[config.mk]
export PLATFORM = sky130hd
export DESIGN_NAME = rgb_to_hsl_converter_unit
export DESIGN_NICKNAME = d
export VERILOG_FILES = /design/src/rtl/core/rhsl_pkg.sv /design/src/rtl/core/rhsl_div.sv /design/src/rtl/core/rgb_to_hsl_converter_unit.sv
export VERILOG_INCLUDE_DIRS = /design/src /design/src/rtl/core
export SDC_FILE = /design/constraint.sdc
export NUM_CORES = 1
export LEC_CHECK = 0
export ABC_CLOCK_PERIOD_IN_PS = 10020
export BUFFER_PORTS_ARGS = -buffer_cell sky130_fd_sc_hd__buf_2
export CORE_ASPECT_RATIO = 1.25
export CORE_MARGIN = 2
export CORE_UTILIZATION = 28
export DETAILED_ROUTE_END_ITERATION = 12
export PLACE_DENSITY = 0.39
export SYNTH_ARGS = -nofsm -noshare
export SYNTH_HDL_FRONTEND = slang
export SYNTH_HIERARCHICAL = 1
export SYNTH_SLANG_ARGS = --single-unit
[constraint.sdc]
create_clock -name i_clk -period 10.02 [get_ports i_clk]
set_clock_uncertainty 0.05 [all_clocks]
set_input_delay 1.002 -clock i_clk [delete_from_list [all_inputs] [get_ports i_clk]]
set_output_delay 1.002 -clock i_clk [all_outputs]
set_load 0.01 [all_outputs]
[src/rtl/core/rgb_to_hsl_converter_unit_macros.svh]
// assertion macros for the rgb to hsl converter
// no dependencies; taken in by the top level with include
`ifndef RGB_TO_HSL_CONVERTER_UNIT_MACROS_SVH
`define RGB_TO_HSL_CONVERTER_UNIT_MACROS_SVH
`ifndef SYNTHESIS
`define RHSL_ASSERT(lbl, clk, rst_n, prop) \
    lbl: assert property (@(posedge clk) disable iff (!rst_n) prop) \
        else $error("rhsl assertion failed");
`define RHSL_ASSERT_CLK(lbl, clk, prop) \
    lbl: assert property (@(posedge clk) prop) \
        else $error("rhsl reset assertion failed");
`else
`define RHSL_ASSERT(lbl, clk, rst_n, prop)
`define RHSL_ASSERT_CLK(lbl, clk, prop)
`endif
`endif

[src/rtl/core/rhsl_pkg.sv]
// types, constants and the division step of the rgb to hsl converter
// no dependencies
`default_nettype none

package rhsl_pkg;

    localparam int CB = 8;
    localparam int CW = CB + 3;
    localparam logic [CB-1:0] CM = {CB{1'b1}};

    typedef enum logic [1:0] {
        SEC_RED,
        SEC_GREEN,
        SEC_BLUE
    } t_sector;

    typedef struct packed {
        logic [CB-1:0] red;
        logic [CB-1:0] green;
        logic [CB-1:0] blue;
    } t_pix_in;

    typedef struct packed {
        logic [CB-1:0] hue_out;
        logic [CB-1:0] saturation_out;
        logic [CB-1:0] lightness_out;
    } t_pix_out;

    typedef struct packed {
        logic [CW-1:0] rem;
        logic [CB-1:0] lq;
        logic [CW-1:0] den;
    } t_div_lane;

    typedef struct packed {
        t_div_lane     sat;
        t_div_lane     hue;
        logic [CB-1:0] light;
    } t_div_req;

    // one restoring division step: shift in a dividend bit, shift out a quotient bit
    function automatic t_div_lane div_step(input t_div_lane l);
        logic [CW:0] trial;
        logic        q;
        t_div_lane   res;
        trial = {l.rem, l.lq[CB-1]};
        q = (trial >= {1'b0, l.den});
        res.den = l.den;
        res.rem = q ? CW'(trial - {1'b0, l.den}) : trial[CW-1:0];
        res.lq = {l.lq[CB-2:0], q};
        return res;
    endfunction

endpackage

`default_nettype wire

[src/rtl/core/rhsl_div.sv]
// pipelined divider for hue and saturation, one quotient bit per stage
// depends on rhsl_pkg
`default_nettype none

module rhsl_div
    import rhsl_pkg::*;
(
    input  wire logic     i_clk,
    input  wire logic     i_rst_n,
    input  wire logic     i_valid,
    input  wire t_div_req i_req,
    output logic          o_stall,
    output logic          o_valid,
    output t_div_req      o_res,
    input  wire logic     i_stall
);

    logic     r_v  [CB];
    t_div_req r_st [CB];
    logic     take [CB];

    genvar k;
    generate
        for (k = 0; k < CB; k++) begin : g_stage
            t_div_req src;
            logic     src_v;
            t_div_req n_st;

            if (k == 0) begin : g_first
                assign src   = i_req;
                assign src_v = i_valid;
            end else begin : g_next
                assign src   = r_st[k-1];
                assign src_v = r_v[k-1];
            end

            if (k == CB - 1) begin : g_last
                assign take[k] = !r_v[k] || !i_stall;
            end else begin : g_mid
                assign take[k] = !r_v[k] || take[k+1];
            end

            always_comb begin
                n_st.sat   = div_step(src.sat);
                n_st.hue   = div_step(src.hue);
                n_st.light = src.light;
            end

            always_ff @(posedge i_clk) begin
                if (!i_rst_n) begin
                    r_v[k] <= 1'b0;
                end else if (take[k]) begin
                    r_v[k] <= src_v;
                end
            end

            always_ff @(posedge i_clk) begin
                if (take[k]) begin
                    r_st[k] <= n_st;
                end
            end
        end
    endgenerate

    assign o_stall = !take[0];
    assign o_valid = r_v[CB-1];
    assign o_res   = r_st[CB-1];

endmodule

`default_nettype wire

[src/rtl/core/rgb_to_hsl_converter_unit.sv]
// top level of the rgb to hsl converter: range and sector stage, setup stage, divider
// depends on rhsl_pkg, rhsl_div and rgb_to_hsl_converter_unit_macros.svh
`default_nettype none
`include "rgb_to_hsl_converter_unit_macros.svh"

// Converts one 8-bit RGB pixel to 8-bit hue, saturation and lightness per request.
// A new request is taken every clock while o_stall is low; each request passes
// through registered stages in order: one stage finds max, min and the hue sector,
// one stage sets up both divisions, and eight stages of restoring division
// produce one quotient bit each for hue and saturation in parallel.
// Stalls hold each stage only while the stage after it is full, so bubbles close up.
// Equal components give hue 0, saturation 0 and lightness equal to red.
module rgb_to_hsl_converter_unit
    import rhsl_pkg::*;
(
    input  wire logic    i_clk,
    input  wire logic    i_rst_n,
    input  wire logic    i_valid,
    input  wire t_pix_in i_pix,
    output logic         o_stall,
    output logic         o_valid,
    output t_pix_out     o_hsl,
    input  wire logic    i_stall
);

    typedef struct packed {
        logic [CB-1:0]      d;
        logic [CB:0]        sum;
        logic signed [CB:0] num;
        t_sector            sector;
    } t_stage_a;

    logic     r_va;
    t_stage_a r_a;
    t_stage_a n_a;
    logic     r_vb;
    t_div_req r_b;
    t_div_req n_b;
    logic     take_a;
    logic     take_b;
    logic     div_stall;
    t_div_req div_res;

    logic [CB-1:0] hi;
    logic [CB-1:0] lo;

    logic                 d_zero;
    logic signed [CB+3:0] off;
    logic signed [CB+3:0] x_pre;
    logic [CW-1:0]        d6;
    logic [CW-1:0]        x;
    logic [2*CB-1:0]      m_d;
    logic [CB:0]          sat_den;

    // range and sector
    always_comb begin
        hi = (i_pix.red > i_pix.green) ? i_pix.red : i_pix.green;
        hi = (hi > i_pix.blue) ? hi : i_pix.blue;
        lo = (i_pix.red < i_pix.green) ? i_pix.red : i_pix.green;
        lo = (lo < i_pix.blue) ? lo : i_pix.blue;
        n_a.d   = hi - lo;
        n_a.sum = {1'b0, hi} + {1'b0, lo};
        priority if (i_pix.red == hi) begin
            n_a.sector = SEC_RED;
            n_a.num    = $signed({1'b0, i_pix.green}) - $signed({1'b0, i_pix.blue});
        end else if (i_pix.green == hi) begin
            n_a.sector = SEC_GREEN;
            n_a.num    = $signed({1'b0, i_pix.blue}) - $signed({1'b0, i_pix.red});
        end else begin
            n_a.sector = SEC_BLUE;
            n_a.num    = $signed({1'b0, i_pix.red}) - $signed({1'b0, i_pix.green});
        end
    end

    // division setup
    always_comb begin
        d_zero = (r_a.d == '0);
        d6     = CW'({r_a.d, 2'b00}) + CW'({r_a.d, 1'b0});
        unique case (r_a.sector)
            SEC_RED:   off = '0;
            SEC_GREEN: off = $signed((CB+4)'({r_a.d, 1'b0}));
            SEC_BLUE:  off = $signed((CB+4)'({r_a.d, 2'b00}));
            default:   off = '0;
        endcase
        x_pre = off + (CB+4)'(r_a.num);
        if (x_pre < 0) begin
            x = CW'(x_pre + $signed({1'b0, d6}));
        end else begin
            x = x_pre[CW-1:0];
        end

        m_d     = {r_a.d, {CB{1'b0}}} - (2*CB)'(r_a.d);
        sat_den = r_a.sum[CB] ? ({CM, 1'b0} - r_a.sum) : r_a.sum;

        n_b.sat.rem = CW'(m_d[2*CB-1:CB]);
        n_b.sat.lq  = m_d[CB-1:0];
        n_b.sat.den = d_zero ? CW'(1) : CW'(sat_den);
        n_b.hue.rem = x;
        n_b.hue.lq  = '0;
        n_b.hue.den = d_zero ? CW'(1) : d6;
        n_b.light   = r_a.sum[CB:1];
    end

    assign take_b  = !r_vb || !div_stall;
    assign take_a  = !r_va || take_b;
    assign o_stall = !take_a;

    always_ff @(posedge i_clk) begin
        if (!i_rst_n) begin
            r_va <= 1'b0;
            r_vb <= 1'b0;
        end else begin
            if (take_a) begin
                r_va <= i_valid;
            end
            if (take_b) begin
                r_vb <= r_va;
            end
        end
    end

    always_ff @(posedge i_clk) begin
        if (take_a) begin
            r_a <= n_a;
        end
        if (take_b) begin
            r_b <= n_b;
        end
    end

    rhsl_div u_div (
        .i_clk   (i_clk),
        .i_rst_n (i_rst_n),
        .i_valid (r_vb),
        .i_req   (r_b),
        .o_stall (div_stall),
        .o_valid (o_valid),
        .o_res   (div_res),
        .i_stall (i_stall)
    );

    assign o_hsl.hue_out        = div_res.hue.lq;
    assign o_hsl.saturation_out = div_res.sat.lq;
    assign o_hsl.lightness_out  = div_res.light;

    `RHSL_ASSERT_CLK(a_rst_clears_out, i_clk, !i_rst_n |=> !o_valid)
    `RHSL_ASSERT(a_stall_means_full, i_clk, i_rst_n, o_stall |-> (r_va && r_vb && div_stall))
    `RHSL_ASSERT(a_div_stall_from_out, i_clk, i_rst_n, div_stall |-> (o_valid && i_stall))

endmodule

`default_nettype wire
Yosys cells after proc, flatten, opt, wreduce, memory -nomap -nowiden
Memory sizes are Yosys's and may differ from the RTL's.
Cells that the tools add are included.
{ "op_classes": {"bitwise": 9, "n_lt_le_gt_ge": 21, "addsub": 26, "eq_ne": 4, "n_reduce_logical": 24, "mux": 66} }
{ "op_table": {"columns": ["operator", "n"], "rows": [
  ["$mux 11", 19],
  ["$ge 12x11->1", 15],
  ["$sub 11x11->11", 15],
  ["$mux 1", 41],
  ["$mux 8", 4],
  ["$sub 8x8->9", 3],
  ["$pmux 10 s2", 1],
  ["$eq 8x8->1", 2],
  ["$gt 8x8->1", 2],
  ["$lt 8x8->1", 2],
  ["$sub 16x8->16", 1],
  ["$add 11x9->12", 1],
  ["$logic_not 1->1", 12],
  ["$lt 12x1->1 const B", 1],
  ["$add 10x9->11", 1],
  ["$add 11x11->11", 1],
  ["$ge 9x11->1", 1],
  ["$sub 9x11->11", 1],
  ["$logic_or 1x1->1", 10],
  ["$add 8x8->9", 1],
  ["$mux 9", 1],
  ["$sub 9x9->9 const A", 1],
  ["$logic_not 8->1", 1],
  ["$or 1x1->1", 8],
  ["5 further kinds", 5]
]} }
{ "word_totals": {"ff_bits": 87, "n_memories": 2, "out_inout_bits": 26, "mem_bits_rw": 552, "input_bits": 28, "wordCells": 166} }
{ "memory_table": {"columns": ["memory", "depth", "word_bits", "read_ports", "rd_ports_with_merged_regs", "wr", "line_no", "source"], "rows": [
  ["u_div.r_st", 8, 68, 8, 0, 8, "rhsl_div.sv:19", "t_div_req r_st [CB];"],
  ["u_div.r_v", 8, 1, 8, 0, 8, "rhsl_div.sv:18", "logic r_v [CB];"]
]} }

Longest topological paths before layout
Gate-level depths: netlist of the first run.
An unclocked memory read counts as a cell.
{ "depth": {"ltp_word": 14, "mapped_depth": 29, "mapped_depth_nobuf": 25} }

Modules after synthesis
Netlist of the first run, hierarchy kept.
{ "by_module_without_submodules": {"columns": ["mod", "n_inst", "cells_each", "area_each_um2"], "rows": [
  ["rhsl_div", 1, 2172, 27827.9],
  ["rgb_to_hsl_converter_unit", 1, 724, 7244.4]
]} }

Worst setup path after synthesis of the first run
OpenSTA, ideal clock, no wires.
{ "synth_timing": {"path_kind": "in2out", "startpoint": "input port i_stall", "endpoint": "output port o_stall", "path_stages": 9, "setup_slack_ns": 1.982, "t_arrival_ns": 6.986, "path_cell_list": "nand3_1 > nor2_1 > and3_1 > and2_1 > buf_2 > nand3_1 > inv_1 > nand3_1 > inv_1"} }
{ "synth_rtl": {"columns": ["element", "line_no", "source"], "rows": [
  ["start, declared", "rgb_to_hsl_converter_unit.sv:23", "input wire logic i_stall"],
  ["end, declared", "rgb_to_hsl_converter_unit.sv:20", "output logic o_stall,"]
]} }

==> impl_metrics.csv, run 1 <==
group,metric,value,unit
run_status,outcome,"completed",
timing,period_needed,6470,ps
setup_path,reg2reg_from,"r_a[20]$_DFFE_PN_",
global_route,antenna_found_initial,1,
floorplanning,start_util,0.283,
timing,rsz0062_at_grt,"false",
drt,drtAntennaViolNets,0,
drt,drc,0,
timing,timing.setup.tns,0,ps
clock_tree,cts_num_sinks,592,
clock_tree,cts.path.max_buffers,3,
setup_path,crit_type,"in -> reg",
clock_tree,cts_tree,"done",
global_route,track_usage,0.123,
floorplanning,die_h,388,um
timing,worst_slack,3550,ps
placed_design,dpl_worst_slack,2870,ps
clock_tree,ctsResizeCount,0,
setup_path,rr_endpoint,"r_b[37]$_DFFE_PP_",
setup_path,r2r_cells,18,
setup_path,cp.arrival,6780,ps
drt,dr.pass1.iters,7,
setup_path,reg2reg_slack,5320,ps
layout,seqCellArea,17700,sq um
global_route,gr-total-overflow,0,
min_path,hold_depth,0,
setup_path,worstPathRequired,10340,ps
placed_design,dp_hpwl,57.6,mm
drt,postRouteWirelength,74.0,mm
min_path,hp-class,"reg -> reg",
floorplanning,core.rowCount,140,
layout,fin_nets,3195,
clock_tree,clkTransAtPathRegs,60,ps
timing,period_share,0.645,
floorplanning,io_pins,54,
floorplanning,design.core.area,117000,sq um
clock_tree,clk_latency,620,ps
global_route,grt_start_max_net_pins,71,
timing,setup_viol,0,
clock_tree,hold_buffers,0,
timing,worst-slew-pin-transition,982,ps
synthesis,synth_warnings,6,
clock_tree,htree_levels,3,
clock_tree,root_buffer,"clkbuf_16",
layout,drive_above_1_share,0.0997,
synthesis,synth_cells,2752,
synthesis,netlist_area,33000,sq um
floorplanning,chipWidth,311,um
run,cap_viol_max_count,0,
clock_tree,post_cts_buffers,0,
layout,area_delta_synth_final,13.3,%
layout,fillers,11700,
timing,slew_headroom,0.342,
floorplanning,dieArea,121000,sq um
layout,multiInputGateArea,14000,sq um
drt,drtIter0Drc,862,
setup_path,end_kind,"flip-flop",
setup_path,crit_path_start_kind,"input pin",
setup_path,crit_slowest_cell,"nor2_1",
setup_path,path_max_fanout,25,
drt,wl_per_cell,16.5,um
placed_design,io_buffers,53,
timing,hold_viol_final,0,
drt,vias,20600,
global_route,grt_pass1_wl,118,mm
min_path,whs_endpoint,"u_div/r_st[0][159]$_DFFE_PP_",
setup_path,max_stage_delay,670,ps
placed_design,gp_congestion,0.805,
timing,fmax,0.155,GHz
synthesis,avgSynthCellArea,12.0,sq um
global_route,grt_pass1_vias,22100,
drt,via_per_inst,4.58,
setup_path,cp_common_cell,"o21ai_0",
timing,drv_slew,0,
min_path,worstHoldStart,"u_div/r_st[0][90]$_DFFE_PP_",
clock_tree,cts_buffers,70,
-- registers in the layout, summed over array words and instances, names as in the netlist --
| register | cells |
|---|---|
| u_div/r_v | 8 |
| r_vb | 1 |
| u_div/r_st | 500 |
| r_va | 1 |
| n_b | 8 |
| r_b | 55 |
| r_a | 19 |
-- area by class of cell --
| type | count | share of cell area |
|---|---|---|
| clock inverter | 40 | 0.00716 |
| tap | 1562 | 0.0523 |
| clock buffer | 86 | 0.0490 |
| multi-input combinational | 1841 | 0.376 |
| inverter | 295 | 0.0296 |
| antenna | 1 | 0.0000670 |
| timing repair buffer | 74 | 0.0113 |
| sequential | 592 | 0.475 |
-- how the worst max path moves through the flow --
stage | startpoint | end | slack (ps) | depth (start not counted)
after detailed placement | i_pix[10] | n_b[7]$_DFFE_PN_ | 2870 | 25
after floorplan | i_stall | o_stall | 1980 | 9
after global placement | i_pix[15] | n_b[7]$_DFFE_PN_ | 2810 | 25
after CTS | i_pix[10] | n_b[7]$_DFFE_PN_ | 3550 | 25
final | i_pix[15] | n_b[7]$_DFFE_PN_ | 3550 | 25
after global routing | i_pix[10] | n_b[7]$_DFFE_PN_ | 2940 | 25
-- layout by cell type, fill, tap and decap left out, types with 53 or more instances in the layout --
cell type / count
buf_2: 53
a21oi_1: 147
inv_1: 292
nor2_1: 131
xnor2_1: 122
edfxtp_1: 589
nand2_1: 203
ha_1: 269
o21ai_0: 185
mux2_2: 60
clkbuf_16: 71
-- critical path: cells and delay by family --
family                     cells  cell delay, ps
adders and majority gates      3            1430
and+or+nand+nor                9            1510
buffers and inverters          4             780
AOI/OAI and AO/OA              9            2050
-- per-stage QoR --
step,cell area (sq um),hold slack [ps],util,std cells
2_1_floorplan,33000,350,-,2770
3_3_place_gp,35300,352,0.302,4364
3_5_place_dp,35300,355,0.302,4364
4_1_cts,37400,363,0.320,4490
5_1_grt,37400,372,0.320,4490
6_report,37400,362,0.320,4491
-- per-layer routing --
layer  vias up  global-route usage  part of all wire
li1      10300                   -                 -
met1      9791               0.125              0.38
met2       289               0.244              0.55
met3       148              0.0186             0.028
met4         0              0.0576             0.040
met5         -                   0                 0
Power of run 1 is left out: the tool's default activity adds up to more than one toggle a clock period on the data nets, which glitch-free logic cannot reach.
==> run 2: changes to the inputs <==
--- a/config.mk
+++ b/config.mk
@@ -6,7 +6,7 @@
 export SDC_FILE = /design/constraint.sdc
 export NUM_CORES = 1
 export LEC_CHECK = 0
-export ABC_CLOCK_PERIOD_IN_PS = 10020
+export ABC_CLOCK_PERIOD_IN_PS = 6600
 export BUFFER_PORTS_ARGS = -buffer_cell sky130_fd_sc_hd__buf_2
 export CORE_ASPECT_RATIO = 1.25
 export CORE_MARGIN = 2
==> constraint.sdc (replaced) <==
create_clock -name i_clk -period 6.6 [get_ports i_clk]
set_clock_uncertainty 0.05 [all_clocks]
set_input_delay 0.66 -clock i_clk [delete_from_list [all_inputs] [get_ports i_clk]]
set_output_delay 0.66 -clock i_clk [all_outputs]
set_load 0.01 [all_outputs]
==> run 2 against run 1 <==
  * Cell count about the same
  * Cell area increased by 0.26%
  * Die area unchanged
  * Flip-flop and latch count unchanged
  * Largest cell class unchanged
==> impl_metrics.csv, run 2 (synthesized netlist as in run 1, its figures left out) <==
group,metric,value,unit
drt,drc,0,
drt,drtAntennaViolNets,0,
placed_design,dp.cells,4369,
floorplanning,die_h,388,um
setup_path,worstPathRequired,6920,ps
clock_tree,ctsResizeCount,0,
layout,drive_above_1_share,0.100,
setup_path,r2r_cells,17,
global_route,antenna_found_initial,2,
timing,slew_headroom,0.344,
layout,multiInputGateArea,14000,sq um
setup_path,crit_type,"in -> reg",
timing,period_share,0.821,
layout,fin_nets,3200,
global_route,grt_pass1_vias,21700,
layout,area_delta_synth_final,13.6,%
layout,seqCellArea,17700,sq um
timing,period_needed,5420,ps
floorplanning,dieArea,121000,sq um
drt,vias,20600,
setup_path,crit_buf_inv,2,
drt,dr.pass1.iters,5,
floorplanning,design.core.area,117000,sq um
drt,via_per_inst,4.58,
layout,utilization,0.321,
layout,most-common-layout-cells,"589 x edfxtp_1, 292 x inv_1, 269 x ha_1",
timing,hold_viol_final,0,
setup_path,rr_endpoint,"r_b[37]$_DFFE_PP_",
global_route,grt_pass1_wl,118,mm
floorplanning,chipWidth,311,um
setup_path,critical-path-top-delay-family,"compound AO/OA/AOI/OAI gates",
setup_path,max_stage_delay,650,ps
global_route,grt_start_max_net_pins,71,
clock_tree,clkTransAtPathRegs,60,ps
floorplanning,start_util,0.283,
setup_path,cp_common_cell,"nor2_1",
min_path,hp-class,"in -> reg",
clock_tree,cts.path.max_buffers,3,
drt,postRouteWirelength,73.5,mm
run,cap_viol_max_count,0,
min_path,hold_depth,2,
layout,fillers,11600,
global_route,track_usage,0.123,
setup_path,path_max_fanout,13,
timing,fmax,0.184,GHz
layout,top_regs,"u_div/r_st x500, r_b x55, r_a x19",
setup_path,worst-path-stages,25,
layout,largest_register_ffs,500,
setup_path,crit_path_start_kind,"input pin",
clock_tree,post_cts_buffers,0,
timing,worst-slew-pin-transition,984,ps
timing,setup_viol,0,
clock_tree,hold_buffers,0,
drt,wl_per_cell,16.3,um
setup_path,end_kind,"flip-flop",
drt,drtIter0Drc,719,
setup_path,reg2reg_slack,1980,ps
global_route,gr-total-overflow,0,
setup_path,startpoint,"i_pix[10]",
run_status,outcome,"completed",
layout,stdcell_count,4493,
setup_path,cp.arrival,5740,ps
setup_path,crit_slowest_cell,"nor2_1",
placed_design,dp_hpwl,57.4,mm
clock_tree,clk_latency,620,ps
layout,top_register,"u_div/r_st",
clock_tree,cts_num_sinks,592,
placed_design,gp_congestion,0.783,
clock_tree,cts_buffers,70,
layout,final_common_cell,"edfxtp_1",
clock_tree,cts_tree,"done",
timing,rsz0062_at_grt,"false",
floorplanning,io_pins,54,
placed_design,io_buffers,53,
clock_tree,root_buffer,"clkbuf_16",
clock_tree,htree_levels,3,
timing,timing.setup.tns,0,ps
setup_path,reg2reg_from,"r_a[1]$_SDFFCE_PP0N_",
layout,antenna_cells,0,
setup_path,crit_path_end,"n_b[7]$_DFFE_PN_",
timing,drv_slew,0,
floorplanning,core.rowCount,140,
==> run 2: cell types whose count changed in the layout (fill, tap and decap cells not counted), sizes merged <==
| cell | previous run | this run |
|---|---|---|
| inv | 302 | 298 |
| buf | 74 | 79 |
| clkinvlp | 3 | 2 |
| clkbuf | 86 | 83 |
| bufinv | 2 | 5 |
| diode | 1 | 0 |
| clkinv | 28 | 31 |
==> run 2: metrics by stage <==
step / area [sq um] / setup WS, ps / hold slack [ps]
after floorplan: 33000 / 31.2 / 350
after global placement: 35300 / 519 / 353
after detailed placement: 35300 / 526 / 355
after CTS: 37500 / 1200 / 259
after global routing: 37500 / 768 / 290
final: 37500 / 1180 / 324
==> run 2: per-layer routing <==
metal	up-vias	GRT usage	part of all wire
li1	10300	-	-
met1	9827	0.123	0.37
met2	307	0.245	0.56
met3	137	0.0202	0.031
met4	4	0.0545	0.037
met5	-	0	0.00034
==> run 2: worst reg2reg max path, cell delays in order, from the launching register on <==
cell	delay, ps
edfxtp_1	390
ha_1	420
nor3b_1	80
ha_1	220
fa_1	410
a21o_1	190
a21oi_1	210
o21bai_1	90
a21oi_1	260
o21ai_0	170
a21oi_1	210
xor2_1	250
ha_1	260
nor2_1	70
o21a_1	180
a31oi_1	140
or4b_2	610
xnor2_1	150
==> run 2: worst min-delay path by stage <==
stage,from,to
3_3_place_gp,u_div/r_st[1][92]$_DFFE_PP_,u_div/r_st[1][161]$_DFFE_PP_
2_1_floorplan,r_a[2]$_DFFE_PN_,r_b[27]$_DFFE_PP_
3_5_place_dp,u_div/r_st[0][5]$_DFFE_PP_,u_div/r_st[0][73]$_DFFE_PP_
4_1_cts,i_valid,r_va$_SDFFE_PN0N_
6_report,i_valid,r_va$_SDFFE_PN0N_
5_1_grt,i_valid,r_va$_SDFFE_PN0N_
==> run 2: area by class of cell <==
class                   instances  share of cell area
clock buffers                  83              0.0486
well taps                    1562              0.0522
clock inverters                41             0.00915
inverters                     295              0.0295
multi-input cells            1841               0.375
flip-flops and latches        592               0.474
repair buffers                 79              0.0123
Power of run 2 is left out for the same reason.
==> run 3: changes to the inputs <==
--- a/config.mk
+++ b/config.mk
@@ -6,13 +6,13 @@
 export SDC_FILE = /design/constraint.sdc
 export NUM_CORES = 1
 export LEC_CHECK = 0
-export ABC_CLOCK_PERIOD_IN_PS = 6600
+export ABC_CLOCK_PERIOD_IN_PS = 4890
 export BUFFER_PORTS_ARGS = -buffer_cell sky130_fd_sc_hd__buf_2
 export CORE_ASPECT_RATIO = 1.25
 export CORE_MARGIN = 2
 export CORE_UTILIZATION = 28
 export DETAILED_ROUTE_END_ITERATION = 12
-export PLACE_DENSITY = 0.39
+export PLACE_DENSITY = 0.4
 export SYNTH_ARGS = -nofsm -noshare
 export SYNTH_HDL_FRONTEND = slang
 export SYNTH_HIERARCHICAL = 1
==> constraint.sdc (replaced) <==
create_clock -name i_clk -period 4.89 [get_ports i_clk]
set_clock_uncertainty 0.05 [all_clocks]
set_input_delay 0.489 -clock i_clk [delete_from_list [all_inputs] [get_ports i_clk]]
set_output_delay 0.489 -clock i_clk [all_outputs]
set_load 0.01 [all_outputs]
==> run 3 against run 2 <==
  * Global-route usage is 0.26 points lower
  * Setup slack lost 890 ps
  * Hold slack lost 170 ps
  * Via count is 1.2% higher
  * Cell count rose by 1.6%
  * Largest cell class unchanged
  * Critical path type is now reg -> reg
==> impl_metrics.csv, run 3 (synthesized netlist as in run 1, its figures left out) <==
group,metric,value,unit
run_status,outcome,"completed",
min_path,worstHoldStart,"i_valid",
timing,period_needed,4600,ps
layout,drive_above_1_share,0.129,
drt,drc,0,
global_route,track_usage,0.120,
layout,fillers,11600,
placed_design,gp_congestion,0.850,
floorplanning,design.core.area,117000,sq um
layout,largest_register_ffs,500,
global_route,grt_pass1_vias,22300,
setup_path,reg2reg_from,"r_a[1]$_SDFFCE_PP0N_",
timing,slew_headroom,0.347,
layout,stdcell_count,4563,
min_path,whs_endpoint,"r_va$_SDFFE_PN0N_",
drt,vias,20800,
floorplanning,io_pins,54,
global_route,gr-total-overflow,0,
min_path,hold_depth,2,
placed_design,dpl_worst_slack,-136,ps
layout,final_common_cell,"edfxtp_1",
timing,rsz0062_at_grt,"false",
global_route,grt_start_max_net_pins,70,
placed_design,dp.cells,4440,
setup_path,worstPathRequired,5210,ps
drt,dr.pass1.iters,5,
layout,area_delta_synth_final,15.6,%
placed_design,io_buffers,53,
clock_tree,cts_tree,"done",
setup_path,end_kind,"flip-flop",
placed_design,dp_hpwl,56.7,mm
drt,drtAntennaViolNets,0,
floorplanning,start_util,0.283,
timing,worst_slack,289,ps
layout,top_register,"u_div/r_st",
setup_path,crit_type,"reg -> reg",
clock_tree,post_cts_buffers,0,
timing,hold_viol_final,0,
clock_tree,htree_levels,3,
setup_path,crit_path_start_kind,"flip-flop",
layout,top_regs,"u_div/r_st x500, r_b x55, r_a x19",
clock_tree,clkTransAtPathRegs,60,ps
floorplanning,core.rowCount,140,
clock_tree,root_buffer,"clkbuf_16",
clock_tree,cts_buffers,67,
timing,period_share,0.941,
clock_tree,hold_buffers,0,
timing,whs,159,ps
layout,antenna_cells,0,
clock_tree,clk_latency,620,ps
setup_path,cp.arrival,4920,ps
drt,postRouteWirelength,72.1,mm
timing,drv_slew,0,
floorplanning,die_h,388,um
clock_tree,cts.path.max_buffers,3,
global_route,antenna_found_initial,1,
setup_path,rr_endpoint,"r_b[37]$_DFFE_PP_",
floorplanning,chipWidth,311,um
layout,fin_nets,3268,
setup_path,r2r_cells,17,
timing,fmax,0.217,GHz
min_path,hp-class,"in -> reg",
clock_tree,cts_num_sinks,592,
setup_path,reg2reg_slack,290,ps
floorplanning,dieArea,121000,sq um
drt,wl_per_cell,15.8,um
layout,most-common-layout-cells,"589 x edfxtp_1, 289 x inv_1, 260 x ha_1",
run,cap_viol_max_count,0,
global_route,grt_pass1_wl,116,mm
setup_path,path_max_fanout,8,
timing,setup_viol,0,
timing,worst-slew-pin-transition,979,ps
drt,via_per_inst,4.57,
drt,drtIter0Drc,929,
## run 3: changes by cell type in the layout (fill, tap and decap cells not counted), moves of 4 or more
| cell | before | now |
|---|---|---|
| o21ai_0 | 185 | 181 |
| ha_4 | 0 | 7 |
| clkinv_1 | 21 | 15 |
| buf_4 | 26 | 96 |
| ha_1 | 269 | 260 |
## run 3: area by class of cell
cell class | instances | area (sq um) | area share
clock buffer | 81 | 1750 | 0.0459
timing repair buffer | 150 | 1010 | 0.0264
inverter | 295 | 1110 | 0.0292
tap | 1562 | 1950 | 0.0513
multi-input combinational | 1841 | 14200 | 0.372
clock inverter | 42 | 384 | 0.0101
sequential | 592 | 17700 | 0.465
## run 3: layer usage
layer	wire [um]	share of wire	GRT usage
met4	2930	0.041	0.0596
met3	1980	0.027	0.0167
met5	0	0	0
met1	27000	0.37	0.119
met2	40300	0.56	0.241
## run 3: how the worst max path moves through the flow
stage                     slack (ps)                 start           endpoint  depth (start not counted)
after floorplan                 -120             i_pix[14]   n_b[7]$_DFFE_PN_                         28
after global placement          -150             i_pix[14]   n_b[7]$_DFFE_PN_                         24
after detailed placement        -140             i_pix[14]   n_b[7]$_DFFE_PN_                         24
after CTS                        170  r_a[1]$_SDFFCE_PP0N_  r_b[37]$_DFFE_PP_                         17
after global routing              20  r_a[0]$_SDFFCE_PP0N_  r_b[37]$_DFFE_PP_                         18
final                            290  r_a[1]$_SDFFCE_PP0N_  r_b[37]$_DFFE_PP_                         17
## run 3: stage by stage
stage / utilization / instance area, sq um / setup TNS [ps]
finish: 0.327 / 38100 / 0
global route: 0.327 / 38100 / 0
CTS: 0.327 / 38100 / 0
detailed placement: 0.308 / 36000 / -625
global placement: 0.308 / 36000 / -388
floorplan: - / 33200 / -180
## run 3: what timing repair did
| item | 4_1_cts | 5_1_grt |
|---|---|---|
| endpoints found under the setup margin | 0 | 1 |
| hold endpoints to repair | 0 | 0 |
| resized for setup | 0 | 2 |
## run 3: worst max-delay path: stages, from the launching register on
cell,delay [ps]
edfxtp_1,390
ha_2,420
nor3b_1,70
ha_1,210
fa_1,400
a21o_1,200
a21oi_1,230
o21bai_1,110
a21oi_2,200
o21ai_0,150
a21oi_1,210
xor2_1,270
ha_1,270
nor2_1,70
o21a_1,180
a31oi_1,130
or4b_2,610
xnor2_1,160
Power of run 3 is left out for the same reason.
